File: config.mk
export PLATFORM = sky130hd
export DESIGN_NAME = lfte_div
export DESIGN_NICKNAME = d
export VERILOG_FILES = /design/src/rtl/lfte_div.sv
export SDC_FILE = /design/constraint.sdc
export NUM_CORES = 1
export LEC_CHECK = 0
export BUFFER_PORTS_ARGS = -buffer_cell sky130_fd_sc_hd__buf_2
export CORE_MARGIN = 2
export CORE_UTILIZATION = 55
export DETAILED_ROUTE_END_ITERATION = 12
export PLACE_DENSITY = 0.81
export REMOVE_ABC_BUFFERS = 1
export SKIP_CTS_REPAIR_TIMING = 1
export SKIP_LAST_GASP = 1
export SLEW_MARGIN = 30
export SYNTH_ARGS = -nofsm -noshare
export SYNTH_HDL_FRONTEND = slang
export SYNTH_SLANG_ARGS = --single-unit
File: constraint.sdc
create_clock -name clk -period 5.8 [get_ports clk]
set_input_delay 0.58 -clock clk [delete_from_list [all_inputs] [get_ports clk]]
set_output_delay 0.58 -clock clk [all_outputs]
set_load 0.01 [all_outputs]
File: src/rtl/lfte_div.sv
// Restoring divider, one quotient bit per cycle: q = floor(num / den).
// Depends on nothing but its ports.
module lfte_div (
  input  logic        clk,
  input  logic        rst_n,
  input  logic        start,
  input  logic [47:0] num,
  input  logic [31:0] den,
  output logic        done,
  output logic [47:0] quo
);
  logic [47:0] q_r, q_nxt;
  logic [32:0] rem_r, rem_nxt;
  logic [31:0] den_r;
  logic [5:0]  cnt_r;
  logic        busy_r;
  logic [32:0] trial;

  assign trial = {rem_r[31:0], q_r[47]};
  always_comb begin
    rem_nxt = trial;
    q_nxt = {q_r[46:0], 1'b0};
    if (trial >= {1'b0, den_r}) begin
      rem_nxt = trial - {1'b0, den_r};
      q_nxt[0] = 1'b1;
    end
  end

  always_ff @(posedge clk) begin
    if (!rst_n) begin
      busy_r <= 1'b0;
      done <= 1'b0;
      cnt_r <= '0;
    end else begin
      done <= 1'b0;
      if (start) begin
        busy_r <= 1'b1;
        cnt_r <= 6'd0;
      end else if (busy_r) begin
        cnt_r <= cnt_r + 6'd1;
        if (cnt_r == 6'd47) begin
          busy_r <= 1'b0;
          done <= 1'b1;
        end
      end
    end
  end

  always_ff @(posedge clk) begin
    if (start) begin
      q_r <= num;
      rem_r <= '0;
      den_r <= den;
    end else if (busy_r) begin
      q_r <= q_nxt;
      rem_r <= rem_nxt;
    end
  end
  assign quo = q_r;
endmodule

==> impl_metrics.json <==
{
  "clock_sinks": 120,
  "syn_avg_cell_area_um2": 10.8,
  "synth_cells": 605,
  "ys_seq_area_share_pct": 48.8,
  "crit_required_ps": 6120,
  "clk_latency_ps": 420,
  "routed_wl_mm": 14.2,
  "portBuffers": 131,
  "fin_crit_sh_pct": 55.4,
  "pin_count": 132,
  "violations": "design-rule violations",
  "die_width_um": 113,
  "gr-total-overflow": 0,
  "num_vias": 5000,
  "synth_edf_count": 80,
  "grt_usage_pct": 23.3,
  "cts_tree": "built",
  "rsz0062_at_grt": "no",
  "place_area_um2": 7310,
  "grt_pass1_wl_mm": 23.6,
  "synth.distinct_cells": 56,
  "antenna_found_initial": 1,
  "cp-startpoint": "den_r[5]",
  "hp-start": "den[25]",
  "slew_headroom_pct": 43.3,
  "syn_area_um2": 6560,
  "r2r_start": "den_r[5]",
  "die_h_um": 113,
  "wl_per_cell_um": 15.9,
  "swShare_pct": 26.0,
  "leakage_nw": 3.34,
  "cts_buffer_depth": 2,
  "dpl.hpwl_mm": 9.97,
  "core_um2": 11500,
  "switchingPower_w": 0.000669,
  "ys_warn_count": 0,
  "cp_max_fo": 17,
  "async_flop_share_pct": 0,
  "maxCapViolCount": 0,
  "dieArea_um2": 12800,
  "hold_slack_ps": 337,
  "p_comb_share_pct": 17.2,
  "root_buffer": "clkbuf_16",
  "synth_common_cells": "edfxtp_1, nand2_1, mux2_2",
  "fin_worst_skew_ps": 10.4,
  "cts_buffers": 17,
  "final_core_util_pct": 68.8,
  "slowest_delay_ps": 560,
  "irDropWorstVdd_v": 0.000254,
  "start_util_pct": 57.0,
  "ant_nets": 0,
  "gp_congestion": 0.941,
  "maxSlewViolCount": 0,
  "synthFlopType": "edfxtp_1",
  "firstDrtPassIters": 9,
  "max_freq_mhz": 311,
  "setup.worst_path.start_class": "register",
  "slowest_stage": "o311ai_4",
  "path_cells": "inv_1, ha_1, nand4_1, or2_1, a21oi_2, o21ai_2, a21oi_4, o41ai_4, o311ai_4, buf_4, o2111ai_1, a311oi_2",
  "htreeDepth": 4,
  "min_period_ps": 3210,
  "grt_start_max_net_pins": 67,
  "synth_area_leader_cell": "edfxtp_1",
  "yosys-top-cells-area": "edfxtp_1, dfxtp_1, mux2_2, ha_1, nand2_1",
  "grt_pass1_vias": 5124,
  "p_clk_share_pct": 42.6,
  "final_area_um2": 7920,
  "critical_path_class": "register to register",
  "synth_most_common_cell": "edfxtp_1",
  "drt-initial-drc-count": 289,
  "routed_via_density": 5.61,
  "power_w": 0.00257,
  "hold_class": "input pin to register",
  "clk_pin_slew_ps": 60,
  "tightest_slew_ps": 851,
  "diodes": 0,
  "tns_ps": 0,
  "hold_violations": 0,
  "drc_errors": 2,
  "layout.nets": 853,
  "layout-drive-gt1-share_pct": 31.9,
  "status": "complete, but fails checks",
  "power.internal_w": 0.00190,
  "yosys.area.top_type_share_pct": 36.6,
  "synth_seq_cells": 120,
  "rows": 39,
  "power.density_nw_per_um2": 325,
  "crit_arrival_ps": 3540,
  "setup_viol": 0,
  "seqPwrFrac_pct": 40.2,
  "end_kind": "register",
  "area_growth_pct": 20.7
}
-- sequential cells by signal, indices dropped and copies added (netlist names) --
name    count
cnt_r       6
rem_r      32
quo        48
busy_r      1
done        1
den_r      32
-- metrics by stage --
step	instances	setup WS, ps
floorplan	582	2590
global placement	860	2710
detailed placement	860	2580
CTS	892	2560
global route	892	2320
finish	892	2590
-- power by group through the flow --
stage               Combinational, W  Clock, W  Sequential, W
floorplan                   0.000277         0        0.00107
global placement            0.000428         0        0.00105
detailed placement          0.000440         0        0.00105
CTS                         0.000443   0.00111        0.00103
global route                0.000493   0.00115        0.00104
finish                      0.000443   0.00109        0.00103
-- cells in the final DEF, fill, tap and decap left out, types with 3 or more instances in the layout --
| cell | count |
|---|---|
| a21o_1 | 11 |
| a21oi_1 | 34 |
| a311oi_1 | 5 |
| a311oi_2 | 16 |
| a32oi_1 | 5 |
| and3_1 | 3 |
| buf_2 | 130 |
| buf_4 | 5 |
| bufinv_16 | 4 |
| clkbuf_1 | 3 |
| clkbuf_16 | 17 |
| clkinvlp_4 | 4 |
| dfxtp_1 | 39 |
| edfxtp_1 | 80 |
| ha_1 | 33 |
| inv_1 | 46 |
| mux2_2 | 48 |
| nand2_1 | 71 |
| nand3_1 | 19 |
| nand4_1 | 7 |
| nor2_1 | 46 |
| nor2b_1 | 4 |
| nor3_1 | 6 |
| o2111ai_1 | 3 |
| o211ai_1 | 3 |
| o21a_1 | 3 |
| o21ai_0 | 20 |
| o21bai_1 | 8 |
| o31ai_1 | 5 |
| xnor2_1 | 19 |
| xor2_1 | 12 |
-- worst paths after layout --
path | to | slack (ps) | depth (start not counted)
hold reg to reg | cnt_r[5] | 500 | 2
setup / recovery | rem_r[21] | 2590 | 12
setup reg to reg | rem_r[21] | 2590 | 12
hold / removal | den_r[25] | 340 | 1
-- kinds of logic after synthesis --
family	count (synthesis)	share of synthesized area, %
flip-flops	120	48.8
AND/OR/NAND/NOR	167	11.0
XOR/XNOR	31	4.14
multiplexers	49	8.39
AO/OA/AOI/OAI	134	16.5
adder cells (fa/ha/maj)	34	6.60
buffers and inverters	70	4.63
-- metal layers --
metal | wire length (µm) | GRT usage, % | vias up
met5 | 13 | 0 | -
met3 | 1020 | 9.16 | 21
met2 | 6930 | 39.1 | 161
li1 | - | - | 2479
met4 | 195 | 7.72 | 2
met1 | 6000 | 27.4 | 2337
-- final cells by class --
class | instances | area, µm²
clock inverter | 12 | 175
fill | 858 | 3600
timing repair buffer | 135 | 688
clock buffer | 20 | 437
inverter | 47 | 178
multi-input combinational | 415 | 3060
tap | 143 | 179
sequential | 120 | 3200
-- critical path, delay by kind of cell, from the launching register on --
kind,cells,cell delay [ps]
DFF,1,320
buffers and inverters,2,370
adders and majority gates,1,370
AOI/OAI and AO/OA,7,1570
and+or+nand+nor,2,460
(Power assumes the default switching activity.)
